--- src/design/ogg_prc_pkg.sv ---
package ogg_prc_pkg;

   localparam int OFFSET_W = 17;
   localparam int BODY_W   = 16;
   localparam int CRC_W    = 32;
   localparam int CSR_W    = 32;

   localparam logic [OFFSET_W-1:0] SYNC_LEN   = OFFSET_W'(4);
   localparam logic [OFFSET_W-1:0] SERIAL_POS = OFFSET_W'(14);
   localparam logic [OFFSET_W-1:0] SEQ_POS    = OFFSET_W'(18);
   localparam logic [OFFSET_W-1:0] CRC_POS    = OFFSET_W'(22);
   localparam logic [OFFSET_W-1:0] SEG_POS    = OFFSET_W'(26);
   localparam logic [OFFSET_W-1:0] FIELD_LEN  = OFFSET_W'(4);

   localparam logic [CRC_W-1:0] CRC_POLY = 32'h04C1_1DB7;

   typedef enum logic [0:0] {
      CSR_STREAM_SERIAL  = 1'b0,
      CSR_SEQUENCE_DELTA = 1'b1
   } csr_index_type;

   // control from the header tracker to the checksum unit
   typedef struct packed {
      logic       update;
      logic       restart;
      logic [7:0] data;
   } crc_ctl_type;

   // capture pattern "OggS"
   function automatic logic [7:0] capture_byte(input logic [1:0] idx);
      logic [7:0] val;
      unique case (idx)
         2'd0: val = 8'h4F;
         2'd1: val = 8'h67;
         2'd2: val = 8'h67;
         2'd3: val = 8'h53;
         default: val = 8'h00;
      endcase
      return val;
   endfunction

endpackage

--- src/design/ogg_prc_req_if.sv ---
interface ogg_prc_req_if;
   logic       valid;
   logic       ready;
   logic [7:0] in_byte;

   modport source (output valid, output in_byte, input ready);
   modport sink (input valid, input in_byte, output ready);
endinterface

--- src/design/ogg_prc_rsp_if.sv ---
interface ogg_prc_rsp_if;
   logic        valid;
   logic        ready;
   logic [7:0]  out_byte;
   logic        page_end;
   logic        patch_checksum;
   logic [31:0] new_checksum;
   logic        raw_mode;

   modport source (output valid, output out_byte, output page_end, output patch_checksum,
                   output new_checksum, output raw_mode, input ready);
   modport sink (input valid, input out_byte, input page_end, input patch_checksum,
                 input new_checksum, input raw_mode, output ready);
endinterface

--- src/design/ogg_page_renumber_crc.sv ---
// Ogg page renumbering with checksum recomputation.
// req_ch carries one stream byte per transaction; rsp_ch returns exactly one
// result per byte, in order: the rewritten byte, a page end flag, and at the
// end of a renumbered page the flag patch_checksum with the page's new CRC-32,
// which downstream logic writes little-endian at page offset 22.
// raw_mode rises once a page start fails the OggS check; from then on every
// byte is copied unchanged until reset.
// csr_*: write stream_serial (index 0) or sequence_delta (index 1) while idle.
// The header tracking and the byte-wide CRC update sit between the request and the
// result register. Throughput is one byte per cycle while the receiver takes each
// result; a new byte is taken in the same cycle that the held result leaves.
// When the receiver stalls, the result register holds and req_ch.ready drops
// until it is taken; no byte is dropped or repeated.
// Synchronous reset clears the page tracking, the checksum, the sync flag,
// both registers and the result valid flag; there is no clearing pass.
module ogg_page_renumber_crc (
   input  logic                                 clock,
   input  logic                                 reset,
   ogg_prc_req_if.sink                          req_ch,
   ogg_prc_rsp_if.source                        rsp_ch,
   input  logic                                 csr_write_enable,
   input  ogg_prc_pkg::csr_index_type           csr_index,
   input  logic [ogg_prc_pkg::CSR_W-1:0]        csr_write_data
);

   localparam int OW = ogg_prc_pkg::OFFSET_W;
   localparam int BW = ogg_prc_pkg::BODY_W;

   logic [31:0]        stream_serial_ff;
   logic signed [31:0] sequence_delta_ff;

   logic [OW-1:0] page_offset_ff, page_offset_in;
   logic [7:0]    segment_count_ff, segment_count_in;
   logic [BW-1:0] body_length_ff, body_length_in;
   logic          serial_match_ff, serial_match_in;
   logic          sequence_carry_ff, sequence_carry_in;
   logic          sync_lost_ff, sync_lost_in;

   logic          rsp_valid_ff;
   logic [7:0]    out_byte_ff, out_byte_in;
   logic          page_end_ff, page_end_in;
   logic          patch_ff, patch_in;
   logic [31:0]   checksum_ff, checksum_in;
   logic          raw_ff, raw_in;

   logic          accept;
   logic [OW-1:0] p;
   logic [7:0]    b;
   logic          lost;
   logic          active;
   logic [1:0]    k;
   logic [8:0]    seq_sum;
   logic [OW-1:0] end_pos;
   logic          page_last;

   ogg_prc_pkg::crc_ctl_type crc_ctl;
   logic [ogg_prc_pkg::CRC_W-1:0] crc_next;

   assign req_ch.ready = !reset && (!rsp_valid_ff || rsp_ch.ready);
   assign accept       = req_ch.valid && req_ch.ready;

   assign p = page_offset_ff;
   assign b = req_ch.in_byte;
   // the serial, sequence and checksum fields all start on offset 2 mod 4
   assign k = 2'(p[1:0] - 2'd2);

   always_comb begin
      lost   = sync_lost_ff ||
               (p < ogg_prc_pkg::SYNC_LEN && b != ogg_prc_pkg::capture_byte(p[1:0]));
      active = serial_match_ff && (sequence_delta_ff != 0);

      out_byte_in       = b;
      serial_match_in   = serial_match_ff;
      sequence_carry_in = sequence_carry_ff;
      segment_count_in  = segment_count_ff;
      body_length_in    = body_length_ff;
      seq_sum           = 9'(b) + 9'(sequence_delta_ff[8*k +: 8]) +
                          9'((p == ogg_prc_pkg::SEQ_POS) ? 1'b0 : sequence_carry_ff);

      if (p >= ogg_prc_pkg::SERIAL_POS &&
          p < ogg_prc_pkg::SERIAL_POS + ogg_prc_pkg::FIELD_LEN) begin
         if (p == ogg_prc_pkg::SERIAL_POS) begin
            serial_match_in = (stream_serial_ff[8*k +: 8] == b);
         end else begin
            serial_match_in = serial_match_ff && (stream_serial_ff[8*k +: 8] == b);
         end
      end else if (p >= ogg_prc_pkg::SEQ_POS &&
                   p < ogg_prc_pkg::SEQ_POS + ogg_prc_pkg::FIELD_LEN) begin
         sequence_carry_in = seq_sum[8];
         if (active) begin
            out_byte_in = seq_sum[7:0];
         end
      end else if (p >= ogg_prc_pkg::CRC_POS &&
                   p < ogg_prc_pkg::CRC_POS + ogg_prc_pkg::FIELD_LEN) begin
         if (active) begin
            out_byte_in = 8'h00;
         end
      end else if (p == ogg_prc_pkg::SEG_POS) begin
         segment_count_in = b;
         body_length_in   = '0;
      end else if (p > ogg_prc_pkg::SEG_POS &&
                   p <= ogg_prc_pkg::SEG_POS + OW'(segment_count_ff)) begin
         body_length_in = body_length_ff + BW'(b);
      end

      // page end uses the lengths as updated by this byte
      end_pos   = ogg_prc_pkg::SEG_POS + OW'(segment_count_in) + OW'(body_length_in);
      page_last = (p >= ogg_prc_pkg::SEG_POS) && (p == end_pos);

      crc_ctl.update  = accept && !lost;
      crc_ctl.restart = (p == '0);
      crc_ctl.data    = out_byte_in;

      if (lost) begin
         page_end_in = 1'b0;
         patch_in    = 1'b0;
         checksum_in = '0;
         raw_in      = 1'b1;
         out_byte_in = b;
      end else begin
         page_end_in = page_last;
         patch_in    = page_last && active;
         checksum_in = (page_last && active) ? crc_next : '0;
         raw_in      = 1'b0;
      end

      sync_lost_in   = lost;
      page_offset_in = page_last ? '0 : p + OW'(1);
   end

   ogg_prc_crc u_crc (
      .clock    (clock),
      .reset    (reset),
      .ctl      (crc_ctl),
      .crc_next (crc_next)
   );

   always_ff @(posedge clock) begin
      if (reset) begin
         stream_serial_ff  <= '0;
         sequence_delta_ff <= '0;
      end else if (csr_write_enable) begin
         unique case (csr_index)
            ogg_prc_pkg::CSR_STREAM_SERIAL:  stream_serial_ff  <= csr_write_data;
            ogg_prc_pkg::CSR_SEQUENCE_DELTA: sequence_delta_ff <= csr_write_data;
            default: ;
         endcase
      end
   end

   always_ff @(posedge clock) begin
      if (reset) begin
         page_offset_ff    <= '0;
         segment_count_ff  <= '0;
         body_length_ff    <= '0;
         serial_match_ff   <= 1'b0;
         sequence_carry_ff <= 1'b0;
         sync_lost_ff      <= 1'b0;
      end else if (accept) begin
         sync_lost_ff <= sync_lost_in;
         if (!lost) begin
            page_offset_ff    <= page_offset_in;
            segment_count_ff  <= segment_count_in;
            body_length_ff    <= body_length_in;
            serial_match_ff   <= serial_match_in;
            sequence_carry_ff <= sequence_carry_in;
         end
      end
   end

   always_ff @(posedge clock) begin
      if (reset) begin
         rsp_valid_ff <= 1'b0;
      end else if (accept) begin
         rsp_valid_ff <= 1'b1;
      end else if (rsp_ch.ready) begin
         rsp_valid_ff <= 1'b0;
      end
   end

   always_ff @(posedge clock) begin
      if (accept) begin
         out_byte_ff <= out_byte_in;
         page_end_ff <= page_end_in;
         patch_ff    <= patch_in;
         checksum_ff <= checksum_in;
         raw_ff      <= raw_in;
      end
   end

   assign rsp_ch.valid          = rsp_valid_ff;
   assign rsp_ch.out_byte       = out_byte_ff;
   assign rsp_ch.page_end       = page_end_ff;
   assign rsp_ch.patch_checksum = patch_ff;
   assign rsp_ch.new_checksum   = checksum_ff;
   assign rsp_ch.raw_mode       = raw_ff;

`ifndef SYNTH
   // once sync is lost it stays lost until reset
   a_sync_sticky: assert property (@(posedge clock) disable iff (reset)
      sync_lost_ff |=> sync_lost_ff)
      else $error("sync lost flag cleared without reset");

   // a checksum patch only ever comes with a page end in framed mode
   a_patch_at_end: assert property (@(posedge clock) disable iff (reset)
      (rsp_valid_ff && patch_ff) |-> (page_end_ff && !raw_ff))
      else $error("checksum patch outside a page end");

   // a framed page end restarts the page offset
   a_end_restarts: assert property (@(posedge clock) disable iff (reset)
      (accept && !lost && page_last) |=> (page_offset_ff == '0))
      else $error("page offset not restarted after page end");

   // zero delta leaves every byte untouched
   a_zero_delta: assert property (@(posedge clock) disable iff (reset)
      (accept && sequence_delta_ff == 0) |=> (out_byte_ff == $past(b) && !patch_ff))
      else $error("byte changed with zero delta");
`endif

endmodule

--- src/design/ogg_prc_crc.sv ---
module ogg_prc_crc (
   input  logic                            clock,
   input  logic                            reset,
   input  ogg_prc_pkg::crc_ctl_type        ctl,
   output logic [ogg_prc_pkg::CRC_W-1:0]   crc_next
);

   logic [ogg_prc_pkg::CRC_W-1:0] running_ff;
   logic [ogg_prc_pkg::CRC_W-1:0] running_in;

   // msb-first byte update, no reflection, no final xor
   function automatic logic [ogg_prc_pkg::CRC_W-1:0] crc_byte(
      input logic [ogg_prc_pkg::CRC_W-1:0] crc_start,
      input logic [7:0]                    data
   );
      logic [ogg_prc_pkg::CRC_W-1:0] crc;
      crc = crc_start ^ {data, 24'h000000};
      for (int i = 0; i < 8; i++) begin
         if (crc[ogg_prc_pkg::CRC_W-1]) begin
            crc = {crc[ogg_prc_pkg::CRC_W-2:0], 1'b0} ^ ogg_prc_pkg::CRC_POLY;
         end else begin
            crc = {crc[ogg_prc_pkg::CRC_W-2:0], 1'b0};
         end
      end
      return crc;
   endfunction

   always_comb begin
      crc_next   = crc_byte(ctl.restart ? '0 : running_ff, ctl.data);
      running_in = ctl.update ? crc_next : running_ff;
   end

   always_ff @(posedge clock) begin
      if (reset) begin
         running_ff <= '0;
      end else begin
         running_ff <= running_in;
      end
   end

endmodule
--- src/flat_wrapper.sv ---
// flat-port wrapper written by rule: the top's interface ports become plain ports
module ogg_page_renumber_crc_flat 
  (clock, reset, csr_write_enable, csr_index, csr_write_data, req_ch_valid, req_ch_in_byte, req_ch_ready, rsp_ch_valid, rsp_ch_out_byte, rsp_ch_page_end, rsp_ch_patch_checksum, rsp_ch_new_checksum, rsp_ch_raw_mode, rsp_ch_ready);
  ogg_prc_req_if req_ch_i ();
  ogg_prc_rsp_if rsp_ch_i ();
  input  logic clock;
  input  logic reset;
  input  logic csr_write_enable;
  input  ogg_prc_pkg::csr_index_type csr_index;
  input  logic [ogg_prc_pkg::CSR_W-1:0] csr_write_data;
  input wire logic [$bits(req_ch_i.valid)-1:0] req_ch_valid;
  input wire logic [$bits(req_ch_i.in_byte)-1:0] req_ch_in_byte;
  output wire logic [$bits(req_ch_i.ready)-1:0] req_ch_ready;
  output wire logic [$bits(rsp_ch_i.valid)-1:0] rsp_ch_valid;
  output wire logic [$bits(rsp_ch_i.out_byte)-1:0] rsp_ch_out_byte;
  output wire logic [$bits(rsp_ch_i.page_end)-1:0] rsp_ch_page_end;
  output wire logic [$bits(rsp_ch_i.patch_checksum)-1:0] rsp_ch_patch_checksum;
  output wire logic [$bits(rsp_ch_i.new_checksum)-1:0] rsp_ch_new_checksum;
  output wire logic [$bits(rsp_ch_i.raw_mode)-1:0] rsp_ch_raw_mode;
  input wire logic [$bits(rsp_ch_i.ready)-1:0] rsp_ch_ready;
  assign req_ch_i.valid = req_ch_valid;
  assign req_ch_i.in_byte = req_ch_in_byte;
  assign req_ch_ready = req_ch_i.ready;
  assign rsp_ch_valid = rsp_ch_i.valid;
  assign rsp_ch_out_byte = rsp_ch_i.out_byte;
  assign rsp_ch_page_end = rsp_ch_i.page_end;
  assign rsp_ch_patch_checksum = rsp_ch_i.patch_checksum;
  assign rsp_ch_new_checksum = rsp_ch_i.new_checksum;
  assign rsp_ch_raw_mode = rsp_ch_i.raw_mode;
  assign rsp_ch_i.ready = rsp_ch_ready;
  ogg_page_renumber_crc u_core (.clock(clock), .reset(reset), .req_ch(req_ch_i), .rsp_ch(rsp_ch_i), .csr_write_enable(csr_write_enable), .csr_index(csr_index), .csr_write_data(csr_write_data));
endmodule
--- config.mk ---
export PLATFORM = sky130hd
export DESIGN_NAME = ogg_page_renumber_crc_flat
export DESIGN_NICKNAME = d
export VERILOG_FILES = /design/src/design/ogg_prc_pkg.sv /design/src/design/ogg_prc_req_if.sv /design/src/design/ogg_prc_rsp_if.sv /design/src/design/ogg_page_renumber_crc.sv /design/src/design/ogg_prc_crc.sv /design/src/flat_wrapper.sv
export SDC_FILE = /design/constraint.sdc
export NUM_CORES = 1
export LEC_CHECK = 0
export ABC_AREA = 1
export BUFFER_PORTS_ARGS = -buffer_cell sky130_fd_sc_hd__buf_2
export CAP_MARGIN = 20
export CORE_MARGIN = 2
export CORE_UTILIZATION = 66
export DETAILED_ROUTE_END_ITERATION = 10
export GPL_TIMING_DRIVEN = 0
export PLACE_DENSITY = 0.88
export SLEW_MARGIN = 20
export SYNTH_ARGS = -nofsm -noshare
export SYNTH_HDL_FRONTEND = slang
export SYNTH_SLANG_ARGS = --single-unit
--- constraint.sdc ---
create_clock -name clock -period 9.3 [get_ports clock]
set_input_delay 1.86 -clock clock [delete_from_list [all_inputs] [get_ports clock]]
set_output_delay 1.86 -clock clock [all_outputs]
set_load 0.05 [all_outputs]
==> impl_metrics.tcl, run 1 <==
set metrics [dict create \
    wl_um 36170 \
    initial_utilization 0.6738 \
    rsz0062_at_grt "no" \
    clockRootBuffer "clkbuf_16" \
    crit_slowest_cell "dfxtp_1" \
    rows 49 \
    postRouteAntennaNets 0 \
    cts_resized 0 \
    arrival_ps 6320 \
    clockBufferDepth 2 \
    max_slew_margin 0.4389 \
    io-pin-count 91 \
    worstHoldPathType "flip-flop to flip-flop" \
    ys_seq_area_frac 0.3399 \
    num_antenna_cells 0 \
    cts_hold_buf 0 \
    synth_area_sq_mm 0.01210 \
    setup_viol_count_final 0 \
    syn_inst 1759 \
    dp_hpwl_um 27880 \
    max_stage_delay_ps 410 \
    post-route-period-util 0.6480 \
    area_growth_pct 11.32 \
    first_global_vias 11780 \
    vias 12240 \
    power_leakage_nw 6.279 \
    layout_commonest_cell "nand2_1" \
    layout_setup_ws_ps 3273 \
    gr-total-overflow 0 \
    drtIter0Drc 1033 \
    cp_num_buf_inv 5 \
    crit_path_start_kind "flip-flop" \
    path_class "flip-flop to flip-flop" \
    layout_common_cells "nand2_1 (398), nor2_1 (262), inv_1 (177)" \
    via_per_inst 5.797 \
    fin_nets 1957 \
    synth_flop_cell "dfxtp_1" \
    status "finished, final reports clean" \
    cp.required_ps 9590 \
    cts_tree "built" \
    drv_slew 0 \
    gp_congestion 0.9677 \
    antenna_found_initial 0 \
    clock_latency_ps 450 \
    cp-end-kind "flip-flop" \
    fin_skew_ps 17.53 \
    syn_nets 1847 \
    hold_viol_final 0 \
    coreArea_sq_mm 0.01796 \
    grt_pass1_wl_um 58540 \
    die_area_sq_mm 0.01944 \
    timing.critical_path.max_delay_family "simple AND/OR/NAND/NOR gates" \
    synthArstFlopShare 0 \
    layout-drive-gt1-share 0.1323 \
    cts.clk_slew.worst_paths_ps 80 \
    fmax_mhz 165.9 \
    place_ws_ps 3071 \
    ir_drop_mv 0.1409 \
    fin_tns_setup_ps 0 \
    syn_avg_cell_area_sq_um 6.881 \
    portBuffers 90 \
    grtUsageTotal 0.3754 \
    post_drt_wl_per_cell_um 17.13 \
    cp_max_fo 12 \
    dieHeight_um 139.4 \
    ys_types 53 \
    worstMarginPinSlew_ps 841.6 \
    synth-seq-cells 184 \
    pwr_density_cell_mw_per_mm2 138.1 \
    synth_edf_count 43 \
    cts.sinks 184 \
    drv_cap 0 \
    cts_inserted_buffers 17 \
    drtPass1Iterations 5 \
    finalCriticalPeriod_ps 6027 \
    cts_setup_buffers 0 \
    yosysWarnings 0 \
    fill_cells 1456 \
    htree_levels 4 \
    crit_top_cell "nand2_1" \
    grt_max_degree 30 \
    drc 0 \
    die_w_um 139.4 \
]
[tightest hold or removal path: stages, from the launching register on]
cell and delay [ps]:
dfxtp_1 320, inv_1 60, a21oi_1 60
[per-stage QoR]
step	cell area (sq um)	instances	hold WS, ps	utilization	total power, mW
after CTS	13470	2111	476.1	0.7501	1.851
final	13470	2111	478.4	0.7501	1.860
after global routing	13470	2111	505.8	0.7501	1.912
after global placement	12840	2078	453.3	0.7148	1.103
after detailed placement	12860	2079	464.8	0.7160	1.110
after floorplan	12100	1759	443.3	-	1.036
[final cells by class]
| class | instances | area, sq um | share of cell area |
|---|---|---|---|
| well taps | 229 | 286.5 | 0.02126 |
| repair buffers | 91 | 470.5 | 0.03491 |
| plain buffers | 66 | 310.3 | 0.02303 |
| clock inverters | 14 | 162.7 | 0.01207 |
| inverters | 196 | 737.0 | 0.05469 |
| flip-flops and latches | 184 | 4114 | 0.3053 |
| clock buffers | 18 | 450.4 | 0.03343 |
| multi-input cells | 1313 | 6943 | 0.5153 |
[synthesized netlist by cell type (3+ instances only)]
master      n  area, sq um
a21oi_1    73        365.4
and2_1      5        31.28
buf_1       9        33.78
buf_2       5        25.02
buf_4       3        22.52
buf_6       6        67.56
clkbuf_1   43        161.4
clkinv_1    6        22.52
dfxtp_1   141         2823
edfxtp_1   43         1291
fa_1        4        80.08
ha_1       38        475.5
inv_1     178        668.1
inv_2      11        41.29
nand2_1   398         1494
nand2_2    21        131.4
nand2_4     8        90.09
nand3_1   100        500.5
nand3_2    14        140.1
nand3b_1    5        37.54
nand4_1    33        206.5
nor2_1    262        983.4
nor2_2     26        162.7
nor2_4     15        168.9
nor3_1     11        55.05
o211ai_1   10        75.07
o21a_1      6        45.04
o21ai_0   148        740.7
o22ai_1    14        87.58
or2_1       5        31.28
or2_2       7        43.79
xnor2_1    18        157.7
xor2_1     67        586.8
[path summary, 6_finish.rpt]
kind | cells after the start | start | slack, ps | end
hold reg to reg | 2 | u_core.sequence_delta_ff[16] | 480 | u_core.sequence_delta_ff[16]
setup reg to reg | 31 | u_core.p[0] | 3270 | u_core.rsp_ch.new_checksum[1]
setup / recovery | 31 | u_core.p[0] | 3270 | u_core.rsp_ch.new_checksum[1]
hold / removal | 2 | u_core.sequence_delta_ff[16] | 480 | u_core.sequence_delta_ff[16]
[where the power goes]
part / switching, mW / leakage, nW / internal, mW
registers: 0.0142 / 1.55 / 0.842
clock network: 0.381 / 0.299 / 0.381
logic: 0.171 / 4.43 / 0.0712
[state kept, by name (all words and copies together), names as in the netlist]
name / flops
u_core.sequence_delta_ff: 32
u_core.sync_lost_ff: 1
u_core.u_crc.running_ff: 32
u_core.rsp_ch.new_checksum: 32
u_core.p: 17
u_core.sequence_carry_ff: 1
u_core.rsp_ch.patch_checksum: 1
u_core.stream_serial_ff: 32
u_core.rsp_ch.valid: 1
u_core.rsp_ch.out_byte: 8
u_core.serial_match_ff: 1
u_core.rsp_ch.raw_mode: 1
u_core.body_length_ff: 16
u_core.rsp_ch.page_end: 1
u_core.segment_count_ff: 8
[layer usage]
layer	wire length, um	track usage	vias to the layer above
met5	0	0	-
met4	1932	0.2026	0
met3	2972	0.06607	141
met2	16440	0.6179	590
met1	14820	0.4707	5609
li1	-	-	5898
[logic make-up (layout without fill, tap and decap cells)]
logic type | count (synthesis) | in the layout | synth area share
adder cells (fa/ha/maj) | 42 | 42 | 0.04590
XOR/XNOR | 87 | 87 | 0.06419
flip-flops | 184 | 184 | 0.3399
buffers and inverters | 262 | 385 | 0.08652
AND/OR/NAND/NOR | 918 | 918 | 0.3453
AO/OA/AOI/OAI | 265 | 265 | 0.1174
multiplexers | 1 | 1 | 0.0008270
Note: power is estimated with default switching activity, not from simulation.
==> inputs of run 2 (changes only) <==
CORE_UTILIZATION = 62   (was 66)
PLACE_DENSITY = 0.84   (was 0.88)
clock period = 6.1 ns   (was 9.3 ns; I/O delays follow)
==> impl_metrics.tcl, run 2 (synthesis results as in run 1) <==
set metrics [dict create \
    hold_viol_final 0 \
    dp_hpwl_um 28420 \
    reg2regPathDepth 29 \
    worstHoldPathType "flip-flop to flip-flop" \
    post_drt_wl_per_cell_um 17.02 \
    r2r-end "u_core.rsp_ch.new_checksum[29]" \
    fin_tns_setup_ps 0 \
    cts.clk_slew.worst_paths_ps 80 \
    grt_max_degree 26 \
    cp_max_fo 12 \
    path_class "flip-flop to flip-flop" \
    status "finished, final reports clean" \
    die_w_um 143.7 \
    place_ws_ps 247.8 \
    setup_viol_count_final 0 \
    antenna_found_initial 0 \
    max_slew_margin 0.5037 \
    max_stage_delay_ps 460 \
    reg2reg_setup_slack_ps 380 \
    clockRootBuffer "clkbuf_16" \
    grtUsageTotal 0.3589 \
    worstMarginPinSlew_ps 744.5 \
    first_global_vias 11200 \
    postRouteAntennaNets 0 \
    rsz0062_at_grt "no" \
    clock_latency_ps 450 \
    layout_common_cells "nand2_1 (398), nor2_1 (262), inv_1 (177)" \
    cts.sinks 184 \
    drtPass1Iterations 5 \
    multiInputGateArea_sq_mm 0.006947 \
    fin_nets 1957 \
    comb_power_share 0.128 \
    pwr_density_cell_mw_per_mm2 212.1 \
    gp_congestion 0.9585 \
    arrival_ps 6040 \
    switching_power_mw 0.8780 \
    area_growth_pct 12.10 \
    drv_cap 0 \
    finalCriticalPeriod_ps 5716 \
    gr-total-overflow 0 \
    die_area_sq_mm 0.02066 \
    vias 12100 \
    drtIter0Drc 961 \
    grt_pass1_wl_um 57500 \
    crit_path_start_kind "flip-flop" \
    reg2reg_from "u_core.p[0]" \
    ir_drop_mv 0.2137 \
    post-route-period-util 0.9371 \
    p_total_mw 2.878 \
    drv_slew 0 \
    wl_um 36530 \
    fill_cells 1732 \
    clkPwrFrac 0.418 \
    drc 0 \
    register_area_sq_mm 0.004114 \
    power_leakage_nw 6.299 \
    coreArea_sq_mm 0.01933 \
    io-pin-count 91 \
    intPower_mw 2.000 \
    rows 51 \
    num_antenna_cells 0 \
    crit_top_cell "nor2_1" \
    via_per_inst 5.635 \
    switching_share 0.3051 \
    layout-drive-gt1-share 0.1350 \
    layout_setup_ws_ps 383.7 \
    portBuffers 90 \
    startpoint "u_core.p[0]" \
    cp.required_ps 6420 \
    fin_worst_hold_slack_ps 476.3 \
    initial_utilization 0.6260 \
    htree_levels 4 \
    crit_path_end "u_core.rsp_ch.new_checksum[29]" \
    cp-end-kind "flip-flop" \
    cts_inserted_buffers 17 \
    layout_commonest_cell "nand2_1" \
    clockBufferDepth 2 \
    cts_tree "built" \
    fin_skew_ps 13.08 \
    power_frac_seq 0.453 \
    fmax_mhz 174.9 \
    crit_slowest_cell "fa_1" \
    dieHeight_um 143.7 \
]
run 2: cell count changes in the layout (fill, tap and decap cells not counted), moves of 2 or more:
| cell | previous run | this run |
|---|---|---|
| clkbuf_1 | 43 | 40 |
| clkbuf_2 | 0 | 3 |
| clkinv_8 | 3 | 5 |
| inv_12 | 2 | 4 |
| inv_6 | 2 | 0 |
| inv_8 | 4 | 2 |
| o21ai_0 | 148 | 145 |
| o21ai_1 | 0 | 3 |
run 2: layer usage:
layer  GRT usage  up-vias  routed length, um
met5           0        -                  0
met4      0.1352        0               1345
met3     0.05032       88               2674
met2      0.6140      559              17170
met1      0.4601     5547              15340
li1            -     5905                  -
run 2: cell type report:
type	count	share of cell area
clock buffers	17	0.03135
clock inverters	15	0.01614
flip-flops and latches	184	0.3032
multi-input cells	1313	0.5119
plain buffers	66	0.02314
repair buffers	91	0.03522
inverters	196	0.05459
well taps	265	0.02444
run 2: worst min path at each step:
stage,startpoint,end,depth (start not counted)
6_report,u_core.sequence_delta_ff[24],u_core.sequence_delta_ff[24],2
3_3_place_gp,u_core.sync_lost_ff,u_core.sync_lost_ff,2
3_5_place_dp,u_core.sequence_delta_ff[8],u_core.sequence_delta_ff[8],2
2_1_floorplan,u_core.sync_lost_ff,u_core.sync_lost_ff,2
4_1_cts,u_core.sync_lost_ff,u_core.sync_lost_ff,2
5_1_grt,u_core.sequence_delta_ff[8],u_core.sequence_delta_ff[8],2
run 2: what timing repair did:
item / CTS / global route
gates resized for setup: 0 / 11
hold buffers: 0 / 0
buffers inserted: 0 / 0
setup endpoints to repair: 0 / 43
run 2: worst max-delay path: cells and delay by family (launching register included):
family	cells	cell delay (ps)
and+or+nand+nor	18	2130
buffers and inverters	5	1240
adders and majority gates	3	1100
AOI/OAI and AO/OA	2	480
DFF	1	450
xor gates and xnor gates	1	150
run 2: metrics by stage:
stage / utilization / area (sq um) / std cells
after floorplan: - / 12100 / 1759
after global placement: 0.6665 / 12890 / 2114
after detailed placement: 0.6679 / 12910 / 2115
after CTS: 0.7012 / 13560 / 2147
after global routing: 0.7018 / 13570 / 2147
final: 0.7018 / 13570 / 2147
run 2: power by group through the flow:
| stage | Clock, mW | Combinational [mW] | Sequential [mW] |
|---|---|---|---|
| CTS | 1.20 | 0.364 | 1.30 |
| global route | 1.25 | 0.404 | 1.31 |
| finish | 1.20 | 0.370 | 1.31 |
| floorplan | 0 | 0.214 | 1.37 |
| detailed placement | 0 | 0.362 | 1.33 |
| global placement | 0 | 0.355 | 1.33 |
